### src/rtl/core/ckm_pkg.sv
package ckm_pkg;

  // default sizes of the keyword table
  localparam int KEYWORD_SLOTS_DEF   = 16;
  localparam int MAX_KEYWORD_LEN_DEF = 32;

  // fixed field widths
  localparam int KIND_W     = 2;
  localparam int BYTE_W     = 8;
  localparam int KIDX_W     = 4;
  localparam int POS_W      = 6;
  localparam int ACTIVE_W   = 5;
  localparam int FIRST_W    = 4;
  localparam int CFG_DATA_W = 32;
  localparam int CFG_ADDR_W = 3;

  // transaction kinds
  typedef logic [KIND_W-1:0] kind_t;
  localparam kind_t KIND_NAME    = 2'd0;
  localparam kind_t KIND_KW_BYTE = 2'd1;
  localparam kind_t KIND_KW_LEN  = 2'd2;

  // register index, taken from paddr bit 2
  localparam logic REG_ACTIVE_KEYWORDS = 1'b0;

  // name byte handed to the sequencer
  typedef struct packed {
    logic              start;
    logic [BYTE_W-1:0] name_byte;
  } ckm_cmd_t;

  // finished result from the sequencer
  typedef struct packed {
    logic               valid;
    logic               matched;
    logic [FIRST_W-1:0] first;
  } ckm_res_t;

  // ascii upper case to lower case, letters only
  function automatic logic [BYTE_W-1:0] fold_case(input logic [BYTE_W-1:0] b);
    logic [BYTE_W-1:0] r;
    r = b;
    if (b >= 8'h41 && b <= 8'h5A) begin
      r = b + 8'd32;
    end
    return r;
  endfunction

endpackage

### src/rtl/core/ckm_seq.sv
module ckm_seq #(
  parameter int KEYWORD_SLOTS   = 16,
  parameter int MAX_KEYWORD_LEN = 32,
  parameter int K_W   = (KEYWORD_SLOTS > 1) ? $clog2(KEYWORD_SLOTS) : 1,
  parameter int CNT_W = $clog2(KEYWORD_SLOTS + 1),
  parameter int LEN_W = $clog2(MAX_KEYWORD_LEN + 1),
  parameter int AW    = (KEYWORD_SLOTS * MAX_KEYWORD_LEN > 1) ?
                        $clog2(KEYWORD_SLOTS * MAX_KEYWORD_LEN) : 1
) (
  input  logic                 clk,
  input  logic                 rst_n,
  input  ckm_pkg::ckm_cmd_t    cmd,
  input  logic [CNT_W-1:0]     n_active,
  input  logic [LEN_W-1:0]     key_len,
  input  logic [7:0]           rd_data,
  input  logic                 res_take,
  output logic                 busy,
  output logic [K_W-1:0]       key_sel,
  output logic                 rd_en,
  output logic [AW-1:0]        rd_addr,
  output ckm_pkg::ckm_res_t    res
);
  import ckm_pkg::*;

  localparam int J_W = (MAX_KEYWORD_LEN > 1) ? $clog2(MAX_KEYWORD_LEN) : 1;

  localparam logic [2:0] ST_IDLE = 3'd0;
  localparam logic [2:0] ST_KEY  = 3'd1;
  localparam logic [2:0] ST_CMP  = 3'd2;
  localparam logic [2:0] ST_FIN  = 3'd3;
  localparam logic [2:0] ST_OUT  = 3'd4;

  logic [2:0]         state_r, state_nxt;
  logic [CNT_W-1:0]   k_r, k_nxt;
  logic [J_W-1:0]     j_r, j_nxt;
  logic [J_W-1:0]     rd_j;
  logic [LEN_W-1:0]   seen_r;
  logic [KEYWORD_SLOTS-1:0] hit_r;
  logic [BYTE_W-1:0]  win_r [MAX_KEYWORD_LEN];
  logic               res_matched_r, res_matched_nxt;
  logic [FIRST_W-1:0] res_first_r, res_first_nxt;

  logic               shift_en;
  logic               set_hit;
  logic               clear_name;
  logic               key_ok;
  logic               byte_eq;
  logic               last_byte;
  logic [J_W-1:0]     win_idx;

  assign key_sel = k_r[K_W-1:0];

  // a keyword is worth comparing only if it fits the window and has not hit yet
  assign key_ok = (key_len != '0) && (key_len <= seen_r) && !hit_r[key_sel];

  // shared byte compare: keyword byte j against the window, oldest first
  assign win_idx   = J_W'(key_len - LEN_W'(1) - LEN_W'(j_r));
  assign byte_eq   = fold_case(rd_data) == fold_case(win_r[win_idx]);
  assign last_byte = LEN_W'(j_r) == (key_len - LEN_W'(1));

  assign rd_addr = AW'(32'(key_sel) * MAX_KEYWORD_LEN + 32'(rd_j));

  // sequencer
  always_comb begin
    state_nxt       = state_r;
    k_nxt           = k_r;
    j_nxt           = j_r;
    rd_en           = 1'b0;
    rd_j            = '0;
    shift_en        = 1'b0;
    set_hit         = 1'b0;
    clear_name      = 1'b0;
    res_matched_nxt = res_matched_r;
    res_first_nxt   = res_first_r;
    case (state_r)
      ST_IDLE: begin
        if (cmd.start) begin
          k_nxt = '0;
          if (cmd.name_byte != '0) begin
            shift_en  = 1'b1;
            state_nxt = ST_KEY;
          end else begin
            state_nxt = ST_FIN;
          end
        end
      end
      ST_KEY: begin
        if (k_r >= n_active) begin
          state_nxt = ST_IDLE;
        end else if (key_ok) begin
          rd_en     = 1'b1;
          j_nxt     = '0;
          state_nxt = ST_CMP;
        end else begin
          k_nxt = k_r + CNT_W'(1);
        end
      end
      ST_CMP: begin
        if (!byte_eq) begin
          k_nxt     = k_r + CNT_W'(1);
          state_nxt = ST_KEY;
        end else if (last_byte) begin
          set_hit   = 1'b1;
          k_nxt     = k_r + CNT_W'(1);
          state_nxt = ST_KEY;
        end else begin
          j_nxt = j_r + J_W'(1);
          rd_j  = j_r + J_W'(1);
          rd_en = 1'b1;
        end
      end
      ST_FIN: begin
        if (k_r >= n_active) begin
          res_matched_nxt = 1'b0;
          res_first_nxt   = '0;
          state_nxt       = ST_OUT;
        end else if (hit_r[key_sel]) begin
          res_matched_nxt = 1'b1;
          res_first_nxt   = FIRST_W'(k_r);
          state_nxt       = ST_OUT;
        end else begin
          k_nxt = k_r + CNT_W'(1);
        end
      end
      ST_OUT: begin
        if (res_take) begin
          clear_name = 1'b1;
          state_nxt  = ST_IDLE;
        end
      end
      default: begin
        state_nxt = ST_IDLE;
      end
    endcase
  end

  // control state
  always_ff @(posedge clk) begin
    if (!rst_n) begin
      state_r <= ST_IDLE;
      seen_r  <= '0;
      hit_r   <= '0;
    end else begin
      state_r <= state_nxt;
      if (clear_name) begin
        seen_r <= '0;
        hit_r  <= '0;
      end else begin
        if (shift_en && seen_r != LEN_W'(MAX_KEYWORD_LEN)) begin
          seen_r <= seen_r + LEN_W'(1);
        end
        if (set_hit) begin
          hit_r[key_sel] <= 1'b1;
        end
      end
    end
  end

  // counters, window and result payload
  always_ff @(posedge clk) begin
    k_r           <= k_nxt;
    j_r           <= j_nxt;
    res_matched_r <= res_matched_nxt;
    res_first_r   <= res_first_nxt;
    if (shift_en) begin
      win_r[0] <= cmd.name_byte;
      for (int i = 1; i < MAX_KEYWORD_LEN; i++) begin
        win_r[i] <= win_r[i-1];
      end
    end
  end

  assign busy        = state_r != ST_IDLE;
  assign res.valid   = state_r == ST_OUT;
  assign res.matched = res_matched_r;
  assign res.first   = res_first_r;

endmodule

### config.mk
export PLATFORM = sky130hd
export DESIGN_NAME = ckm_seq
export DESIGN_NICKNAME = d
export VERILOG_FILES = /design/src/rtl/core/ckm_pkg.sv /design/src/rtl/core/ckm_seq.sv
export SDC_FILE = /design/constraint.sdc
export NUM_CORES = 1
export LEC_CHECK = 0
export BUFFER_PORTS_ARGS = -buffer_cell sky130_fd_sc_hd__buf_2
export CAP_MARGIN = 30
export CORE_ASPECT_RATIO = 1.1
export CORE_MARGIN = 4
export CORE_UTILIZATION = 64
export CTS_BUF_LIST = sky130_fd_sc_hd__clkbuf_4
export DETAILED_ROUTE_END_ITERATION = 16
export PLACE_DENSITY = 0.82
export SYNTH_ARGS = -nofsm -noshare
export SYNTH_HDL_FRONTEND = slang
export SYNTH_SLANG_ARGS = --single-unit
### constraint.sdc
create_clock -name clk -period 10.76 [get_ports clk]
set_clock_uncertainty 0.2 [all_clocks]
set_input_delay 0.538 -clock clk [delete_from_list [all_inputs] [get_ports clk]]
set_output_delay 0.538 -clock clk [all_outputs]
set_load 0.005 [all_outputs]
==> results.cfg, run 1 <==
[global_route]
grt_pass1_vias = 7714
grt_pass1_wl_mm = 41.13
antenna_found_initial = 1
grt_max_degree = 226
grt_overflow = 0
grt_usage_pct = 23.34

[min_path]
min_path_cells = 4
hold_path_startpoint = res_take
hold-path-endpoint = hit_r[11]$_SDFFE_PP0P_
hp-class = in2reg

[placement]
pre_cts_slack_ns = 4.309
dp_cells = 1057
io_buffers = 51
placed_area_sq_um = 13560
gp_congestion = 0.8485
dp_hpwl_mm = 15.95

[timing]
rsz0062_at_grt = false
drv_slew = 0
hold_viol = 0
slew_headroom_pct = 23.68
fin_crit_sh_pct = 62.73
setup_tns_ns = 0
max_freq_mhz = 148.2
fin_crit_ns = 6.750
setup_viol_count_final = 0
setup_slack_ns = 4.010
tightest_slew_ns = 1.145

[drt]
routed_wirelength_mm = 25.96
ant_nets = 0
drc_errors = 0
dr.pass1.iters = 8
vias = 7563
wl_per_cell_microns = 21.74
viasPerCell = 6.334
drt_iter0_drc = 697

[power]
p_int_mw = 2.249
seqPwrFrac_pct = 49.8
irDropWorstVdd_mv = 0.1949
p_per_area_nw_per_um2 = 218.7
p_clk_share_pct = 29.1
switchingPower_mw = 0.9389
swShare_pct = 29.45
p_comb_share_pct = 21.2
p_leak_nw = 5.146

[critical_path]
critical_path_class = reg2out
critPathArrivalTime_ns = 6.01
cp.required_ns = 10.02
r2r_end = k_r[0]$_SDFFCE_PN0P_
crit_path_end_kind = primary output
cp_max_fo = 41
r2r_slack_ns = 5.09
path_cells = ha_4 > inv_1 > fa_4 > buf_16 > mux4_2 > and2_1 > a2111oi_2 > a211o_1 > and2_1 > inv_1 > ha_1 > o21bai_1 > o311ai_4 > o31ai_4 > nor4b_2 > buf_2
reg2reg_depth = 17
cp_num_buf_inv = 4
crit_slowest_cell = fa_4
crit_path_start_kind = register
max_stage_delay_ns = 1.04
timing.rr.start = j_r[0]$_SDFFCE_PN0P_
critPathTopFamily = compound AO/OA/AOI/OAI gates

[floorplanning]
die_h_microns = 158.2
initial_core_util_pct = 65.64
core_area_sq_um = 20000
rows = 54
dieArea_sq_um = 22870
ios = 52
fp.dieW_microns = 144.6

[cells_and_area]
fillers = 1231
multiInputGateArea_sq_um = 4150
regArea_sq_um = 8638
fin_area_sq_um = 14580
layout.nets = 951
layout-drive-gt1-share_pct = 28.48
syn_to_final_growth_pct = 11.04
stdcell_count = 1194
final_util_pct = 72.89

[yosys]
yosys_warnings = 0
synth_seq_cells = 296
syn_nets = 844
yosysMostFrequentCell = edfxtp_1
synth_common_cells = 271 x edfxtp_1, 64 x mux4_2, 56 x nand2_1
ys.flop_type = edfxtp_1
ys_types = 68
syn_area_sq_um = 13130
synth_cells = 786
avgSynthCellArea_sq_um = 16.70
synth_edf_count = 271
synth-async-reset-ratio_pct = 0
ys_seq_area_share_pct = 65.80
yosys-top-cells-area = edfxtp_1 62%, mux4_2 11%, dfxtp_1 3.8%, ha_1 2.5%, mux4_1 1.8%
yosysTopAreaCell = edfxtp_1
synth_top_area_share_pct = 61.99

[clock_tree]
cts_tree = yes
clk_pin_slew_worst_paths_ns = 0.08
clock_sinks = 296
cts_max_path_buffers = 3
cts_buffers = 76
clock_latency_ns = 0.66
cts-root-buf = clkbuf_4
cts_htree_levels = 3

[job]
max_cap_violations = 0

[status]
status = completed
==> per-layer routing <==
metal | up-vias | track usage [%] | wire length (microns)
met5 | - | 0 | 0
met4 | 0 | 8.130 | 516
met3 | 49 | 5.106 | 1925
met2 | 346 | 36.50 | 12760
met1 | 3787 | 33.18 | 10760
li1 | 3381 | - | -
==> kinds of logic after synthesis <==
group	share of synthesized area (%)
muxes	14.01
and+or+nand+nor	6.672
AOI/OAI and AO/OA	6.186
DFF	65.80
adders and majority gates	2.631
xor gates and xnor gates	1.849
buffers and inverters	2.850
==> worst register-to-register path: cells and delay by family, from the launching register on <==
kind | cells | cell delay, ns
DFF | 1 | 0.50
and+or+nand+nor | 4 | 0.57
buffers and inverters | 3 | 0.39
AOI/OAI and AO/OA | 6 | 1.80
adders and majority gates | 3 | 1.46
muxes | 1 | 0.38
==> through the flow <==
| step | hold slack, ns | power (mW) |
|---|---|---|
| after global placement | 0.2238 | 2.223 |
| after detailed placement | 0.2276 | 2.273 |
| final | 0.1061 | 3.188 |
| after floorplan | 0.2172 | 2.125 |
| after CTS | 0.07217 | 3.209 |
| after global routing | 0.09950 | 3.357 |
==> layout make-up <==
class	instances	area share, %
Sequential cell	296	59.26
Multi-Input combinational cell	421	28.47
Clock buffer	115	5.923
Timing Repair Buffer	70	3.107
Tap cell	252	2.163
Inverter	28	0.7210
Clock inverter	11	0.3348
Antenna cell	1	0.01717
==> registers in the layout, indices dropped and copies added, names as in the netlist <==
name / count
hit_r: 16
j_r: 5
k_r: 5
res_first_r: 4
res_matched_r: 1
seen_r: 6
state_r: 3
win_r: 256
==> cells in the final DEF (no fill, tap or decap), types with 7 or more instances in the layout <==
cell	n
ha_1	25
a21oi_1	12
clkinv_1	8
inv_1	28
dfxtp_1	25
and2_1	13
nand4_1	7
mux4_1	9
xor2_1	13
o21ai_1	10
buf_2	52
o21ai_0	15
edfxtp_1	271
nand2_1	56
a21o_1	7
mux2i_1	15
clkbuf_4	115
nand3_1	10
nor2_1	44
o311ai_1	10
o311ai_0	7
mux4_2	64
dlygate4sd3_1	10
nor2b_1	10
xnor2_1	11
==> worst max path at each step <==
stage | slack (ns) | start | cells after the start | end
after floorplan | 2.47 | cmd[0] | 8 | seen_r[5]$_SDFFE_PP0P_
after global placement | 4.33 | key_len[0] | 17 | rd_addr[4]
after detailed placement | 4.31 | key_len[0] | 20 | rd_addr[3]
after CTS | 4.01 | j_r[0]$_SDFFCE_PN0P_ | 18 | rd_addr[3]
after global routing | 3.64 | j_r[0]$_SDFFCE_PN0P_ | 16 | rd_addr[2]
final | 4.01 | j_r[0]$_SDFFCE_PN0P_ | 16 | rd_addr[3]
==> repair_timing <==
action                                 4_1_cts  5_1_grt
hold buffers                                10        0
resized for setup                            0        0
setup buffers                                0        0
endpoints found under the hold margin       10        0
==> power by group through the flow <==
stage	registers [mW]	logic [mW]	clock network, mW
global route	1.60	0.729	1.03
floorplan	1.59	0.539	0
detailed placement	1.60	0.668	0
CTS	1.58	0.672	0.952
global placement	1.59	0.636	0
finish	1.59	0.675	0.926
(Power assumes the default switching activity.)
==> run 2: changes to the inputs <==
--- a/config.mk
+++ b/config.mk
@@ -5,14 +5,15 @@
 export SDC_FILE = /design/constraint.sdc
 export NUM_CORES = 1
 export LEC_CHECK = 0
+export ABC_AREA = 1
 export BUFFER_PORTS_ARGS = -buffer_cell sky130_fd_sc_hd__buf_2
 export CAP_MARGIN = 30
 export CORE_ASPECT_RATIO = 1.1
 export CORE_MARGIN = 4
-export CORE_UTILIZATION = 64
+export CORE_UTILIZATION = 58
 export CTS_BUF_LIST = sky130_fd_sc_hd__clkbuf_4
 export DETAILED_ROUTE_END_ITERATION = 16
-export PLACE_DENSITY = 0.82
+export PLACE_DENSITY = 0.78
 export SYNTH_ARGS = -nofsm -noshare
 export SYNTH_HDL_FRONTEND = slang
 export SYNTH_SLANG_ARGS = --single-unit
==> constraint.sdc (replaced) <==
create_clock -name clk -period 5.5 [get_ports clk]
set_clock_uncertainty 0.2 [all_clocks]
set_input_delay 0.275 -clock clk [delete_from_list [all_inputs] [get_ports clk]]
set_output_delay 0.275 -clock clk [all_outputs]
set_load 0.005 [all_outputs]
==> run 2 against run 1 <==
Sequential share of layout area decreased by 2.1 points. Flip-flop and latch count unchanged. Utilization decreased by 7.2 points. Wire length increased by 11%. Final cell count increased by 49%. Non-clock buffer count increased by 3. Register-to-register slack got worse by 4.1 ns. Sequential power increased by 140%. Critical path type unchanged. Critical endpoint unchanged. Largest cell class unchanged.
==> results.cfg, run 2 <==
[status]
status = completed

[floorplanning]
core_area_sq_um = 23000
rows = 58
dieArea_sq_um = 26030
fp.dieW_microns = 154.2
initial_core_util_pct = 59.27
die_h_microns = 168.8
ios = 52

[power]
p_leak_nw = 6.237
irDropWorstVdd_mv = 0.3342
p_per_area_nw_per_um2 = 529.0

[clock_tree]
clock_latency_ns = 0.68
clock_sinks = 296
cts_buffers = 78
postCtsSetupRepairBufs = 0
cts_htree_levels = 3
cts_max_path_buffers = 3
clk_pin_slew_worst_paths_ns = 0.06
cts_tree = yes
cts-root-buf = clkbuf_4

[yosys]
synth_common_cells = 365 x nand2_1, 271 x edfxtp_1, 163 x nand3_1
yosysTopAreaCell = edfxtp_1
synth-async-reset-ratio_pct = 0
ys_types = 44
avgSynthCellArea_sq_um = 10.19
ys.flop_type = edfxtp_1
syn_nets = 1396
yosys_warnings = 0
syn_area_sq_um = 13630
ys_seq_area_share_pct = 63.36
yosysMostFrequentCell = nand2_1
yosys-top-cells-area = edfxtp_1 60%, nand2_1 10%, nand3_1 6.0%, inv_1 3.7%, dfxtp_1 3.7%
synth_top_area_share_pct = 59.69
synth_edf_count = 271
synth_seq_cells = 296
synth_cells = 1338

[timing]
drv_slew = 0
fin_crit_sh_pct = 93.68
rsz0062_at_grt = false
slew_headroom_pct = 35.97
setup_viol_count_final = 0
hold_viol = 0
max_freq_mhz = 194.1
tightest_slew_ns = 0.9570
setup_tns_ns = 0
fin_crit_ns = 5.152

[min_path]
hp-class = in2reg

[drt]
drc_errors = 0
viasPerCell = 5.460
dr.pass1.iters = 7
drt_iter0_drc = 988
wl_per_cell_microns = 16.13
vias = 9714
ant_nets = 0
routed_wirelength_mm = 28.70

[cells_and_area]
final_util_pct = 65.72
layout.nets = 1485
multiInputGateArea_sq_um = 4029
max_flop_register = win_r
final_cell_mix = 365 x nand2_1, 271 x edfxtp_1, 163 x nand3_1, 135 x inv_1, 122 x clkbuf_4
final_common_cell = nand2_1
regArea_sq_um = 8640
layout-drive-gt1-share_pct = 14.82
syn_to_final_growth_pct = 10.89
stdcell_count = 1779
fillers = 1764
top_regs = win_r: 256 flops, hit_r: 16 flops, seen_r: 6 flops
largest_reg_flops = 256

[critical_path]
max_stage_delay_ns = 0.50
cp_num_buf_inv = 4
crit_path_start_kind = register
cp.required_ns = 5.03
cp_max_fo = 24
crit_slowest_cell = edfxtp_1
crit_path_end_kind = primary output
crit_top_cell = nand2_1
critical_path_class = reg2out
path_cells = ha_4 > inv_1 > fa_2 > inv_2 > buf_12 > nand3_1 > nand3_1 > nand2_1 > nand2_1 > nand3_1 > nand2_1 > nand2_1 > nor2_2 > nand2_2 > nand3_2 > nand2_1 > a21oi_2 > nand2_2 > nor2_4 > and3_1 > buf_2
critPathTopFamily = simple AND/OR/NAND/NOR gates
critPathArrivalTime_ns = 4.68

[global_route]
grt_max_degree = 139
grt_pass1_wl_mm = 46.86
antenna_found_initial = 1
grt_pass1_vias = 9573
grt_usage_pct = 22.11
grt_overflow = 0

[job]
max_cap_violations = 0

[placement]
dp_hpwl_mm = 16.77
dp_cells = 1636
gp_congestion = 0.8475
io_buffers = 51
[run 2: cell types whose count changed after synthesis, moves of 17 or more]
cell / delta
buf_2: +17
nand2_1: +309
nand3_1: +153
a21oi_1: +23
mux4_2: -64
inv_1: +108
nor2_1: +56
[run 2: worst reg2reg max path: stages, from the launching register on]
cell and delay (ns):
edfxtp_1 0.50, ha_4 0.20, inv_1 0.10, fa_2 0.47, inv_2 0.45, buf_12 0.27, nand3_1 0.11, nand2_1 0.10
nand2_1 0.06, nand3_1 0.12, nand3_1 0.10, nand2_1 0.09, clkinv_2 0.08, ha_1 0.27, inv_1 0.05, nand4_1 0.10
nand3b_1 0.10, nand2_1 0.11, inv_1 0.08, nand4_2 0.24, o31ai_1 0.31
[run 2: report_power, final]
group          internal, mW  switching, mW  total, mW
logic                 0.658           1.52       2.18
registers              3.48          0.370       3.85
clock network          1.09          0.875       1.96
[run 2: routing by layer]
metal | track usage (%) | vias to the layer above | wire (microns)
li1 | - | 4732 | -
met5 | 0 | - | 0
met2 | 36.47 | 378 | 14150
met4 | 8.679 | 0 | 629
met1 | 29.39 | 4552 | 12010
met3 | 4.014 | 52 | 1910
[run 2: path summary, 6_finish.rpt]
| check | startpoint | end | slack (ns) | cells after the start |
|---|---|---|---|---|
| max | j_r[0]$_SDFFCE_PN0P_ | rd_addr[3] | 0.35 | 21 |
| min | rd_data[2] | hit_r[11]$_SDFFE_PP0P_ | 0.13 | 8 |
| max reg2reg | j_r[0]$_SDFFCE_PN0P_ | j_r[3]$_SDFFCE_PN0P_ | 1.02 | 20 |
| min reg2reg | win_r[2][2]$_DFFE_PP_ | win_r[3][2]$_DFFE_PP_ | 0.24 | 0 |
[run 2: area by class of cell]
class	instances	share of cell area (%)
Multi-Input combinational cell	835	26.65
Sequential cell	296	57.14
Clock buffer	122	6.058
Antenna cell	1	0.01655
Inverter	143	3.600
Tap cell	300	2.483
Clock inverter	9	0.5710
Timing Repair Buffer	73	3.484
[run 2: what timing repair did]
| item | CTS | global route |
|---|---|---|
| endpoints found under the hold margin | 15 | 0 |
| setup endpoints to repair | 0 | 6 |
| gates resized for setup | 0 | 1 |
| hold buffers | 11 | 0 |
[run 2: cell families after synthesis]
kind of cell / after synthesis / synth area share [%]
buffers and inverters: 207 / 7.259
AND/OR/NAND/NOR: 686 / 21.64
flip-flops: 296 / 63.36
adder cells (fa/ha/maj): 27 / 2.533
XOR/XNOR: 10 / 0.6424
AO/OA/AOI/OAI: 112 / 4.570
[run 2: stage by stage]
step	worst slack, ns	hold WS (ns)	area (sq um)	power (mW)
after floorplan	-0.6771	0.1739	13640	5.483
after global placement	0.9221	0.2280	13980	5.925
after detailed placement	0.8382	0.2325	14000	6.035
after CTS	0.2605	0.07861	15110	8.031
after global routing	0.05024	0.1035	15120	8.530
final	0.3476	0.1256	15120	7.999
==> run 3: changes to the inputs <==
--- a/config.mk
+++ b/config.mk
@@ -8,12 +8,14 @@
 export ABC_AREA = 1
 export BUFFER_PORTS_ARGS = -buffer_cell sky130_fd_sc_hd__buf_2
 export CAP_MARGIN = 30
-export CORE_ASPECT_RATIO = 1.1
+export CORE_ASPECT_RATIO = 0.7
 export CORE_MARGIN = 4
 export CORE_UTILIZATION = 58
 export CTS_BUF_LIST = sky130_fd_sc_hd__clkbuf_4
 export DETAILED_ROUTE_END_ITERATION = 16
+export HOLD_SLACK_MARGIN = 0.05
 export PLACE_DENSITY = 0.78
+export RECOVER_POWER = 25
 export SYNTH_ARGS = -nofsm -noshare
 export SYNTH_HDL_FRONTEND = slang
 export SYNTH_SLANG_ARGS = --single-unit
==> run 3 against run 2 <==
Sequential share of layout area rose by 0.20 points. Largest power group unchanged. Critical path type unchanged. Design area down 0.36%. Global-route usage up 0.056 points. Total power fell by 2.1%. Sequential power about the same. Highest routed layer is now met5. Critical path depth unchanged.
==> results.cfg, run 3 (synthesized netlist as in run 2, its figures left out) <==
[placement]
dp_hpwl_mm = 17.07
dp_cells = 1647
gp_congestion = 0.8432
placed_area_sq_um = 14010
io_buffers = 51

[global_route]
grt_pass1_vias = 9072
use_met3_pct = 5.801
grt_max_degree = 196
grt_usage_pct = 22.16
met2_usage_pct = 32.35
antenna_found_initial = 2
grt_pass1_wl_mm = 45.96
grt_overflow = 0
top_usage_layer = met1
met1_usage_pct = 33.11

[clock_tree]
clock_latency_ns = 0.70
clk_pin_slew_worst_paths_ns = 0.07
cts-root-buf = clkbuf_4
clock_sinks = 296
cts_htree_levels = 3
cts_max_path_buffers = 3
cts_buffers = 72
cts_tree = yes

[power]
irDropWorstVdd_mv = 0.4080
p_per_area_nw_per_um2 = 519.5
p_leak_nw = 6.177

[timing]
max_freq_mhz = 197.2
setup_viol_count_final = 0
setup_tns_ns = 0
fin_crit_sh_pct = 92.18
fin_crit_ns = 5.070
tightest_slew_ns = 1.105
slew_headroom_pct = 26.35
hold_viol = 0
drv_slew = 0
rsz0062_at_grt = false

[floorplanning]
core_area_sq_um = 22910
die_h_microns = 136.3
fp.dieW_microns = 191.3
initial_core_util_pct = 59.52
rows = 46
ios = 52
dieArea_sq_um = 26060

[critical_path]
crit_path_end_kind = primary output
crit_top_cell = nand2_1
cp_max_fo = 61
crit_path_start_kind = register
critical_path_class = reg2out
critPathArrivalTime_ns = 4.60
cp.required_ns = 5.03
crit_slowest_cell = dlygate4sd3_1
path_cells = ha_4 > inv_1 > fa_2 > inv_2 > buf_12 > nand3_1 > nand2_1 > nand2_1 > nand2_1 > nand2_1 > nand3_1 > nand2_1 > xnor2_1 > nor2_1 > nand4_1 > dlygate4sd3_1 > a21oi_2 > nand2_2 > nor2_4 > and3_1 > buf_2
max_stage_delay_ns = 0.59

[job]
max_cap_violations = 0

[cells_and_area]
top_regs = win_r: 256 flops, hit_r: 16 flops, seen_r: 6 flops
largest_reg_flops = 256
final_cell_mix = 365 x nand2_1, 271 x edfxtp_1, 163 x nand3_1, 135 x inv_1, 104 x clkbuf_4
stdcell_count = 1789
layout.nets = 1485
fin_area_sq_um = 15070
fillers = 1819
syn_to_final_growth_pct = 10.50
final_common_cell = nand2_1
max_flop_register = win_r
layout-drive-gt1-share_pct = 13.41

[drt]
drt_iter0_drc = 1229
wl_per_cell_microns = 16.11
dr.pass1.iters = 6
routed_wirelength_mm = 28.81
ant_nets = 0
viasPerCell = 5.449
drc_errors = 0
vias = 9749

[min_path]
hp-class = in2reg

[status]
status = completed
[run 3: routing by layer]
| metal | vias to the layer above | wire length, microns |
|---|---|---|
| li1 | 4731 | - |
| met1 | 4597 | 13280 |
| met2 | 363 | 12890 |
| met3 | 56 | 2121 |
| met4 | 2 | 516 |
| met5 | - | 13 |
[run 3: timing repair]
| item | 4_1_cts | 5_1_grt |
|---|---|---|
| endpoints found under the hold margin | 19 | 0 |
| setup endpoints to repair | 0 | 1 |
| resized for setup | 0 | 1 |
| setup buffers | 0 | 1 |
| hold buffers | 17 | 0 |
[run 3: cell type report]
class	instances	area, sq um	area share, %
Antenna cell	1	2.502	0.01661
Clock buffer	104	780.7	5.182
Clock inverter	19	98.84	0.6561
Inverter	143	544.3	3.613
Multi-Input combinational cell	835	4029	26.74
Sequential cell	296	8640	57.35
Tap cell	312	390.4	2.591
Timing Repair Buffer	79	580.6	3.854
[run 3: path summary, 6_finish.rpt]
path                           endpoint  slack, ns  cells after the start             startpoint
setup reg to reg  hit_r[5]$_SDFFE_PP0P_       1.01                     22   j_r[0]$_SDFFCE_PN0P_
setup / recovery             rd_addr[3]       0.43                     21   j_r[0]$_SDFFCE_PN0P_
hold reg to reg   win_r[3][6]$_DFFE_PP_       0.23                      0  win_r[2][6]$_DFFE_PP_
hold / removal    win_r[0][0]$_DFFE_PP_       0.16                      2                 cmd[0]
[run 3: stage by stage]
stage	power [mW]	setup WS (ns)	hold slack (ns)	util, %
floorplan	5.483	-0.6771	0.1739	-
global placement	5.953	1.216	0.2265	61.15
detailed placement	6.046	1.152	0.2307	61.15
CTS	7.856	0.1084	0.05774	65.74
global route	8.356	0.1954	0.1465	65.77
finish	7.827	0.4299	0.1578	65.77
[run 3: power by group]
group / switching (mW) / leakage [nW] / internal (mW)
sequential: 0.379 / 2.77 / 3.49
clock: 0.860 / 0.529 / 0.913
combinational: 1.53 / 2.88 / 0.650
total: 2.77 / 6.18 / 5.06
[run 3: critical path: cells and delay by family (launching register included)]
kind | cells | cell delay, ns
XOR/XNOR | 1 | 0.15
buffers and inverters | 5 | 1.20
AND/OR/NAND/NOR | 12 | 1.25
flip-flops | 1 | 0.50
AO/OA/AOI/OAI | 1 | 0.12
adder cells (fa/ha/maj) | 2 | 0.70
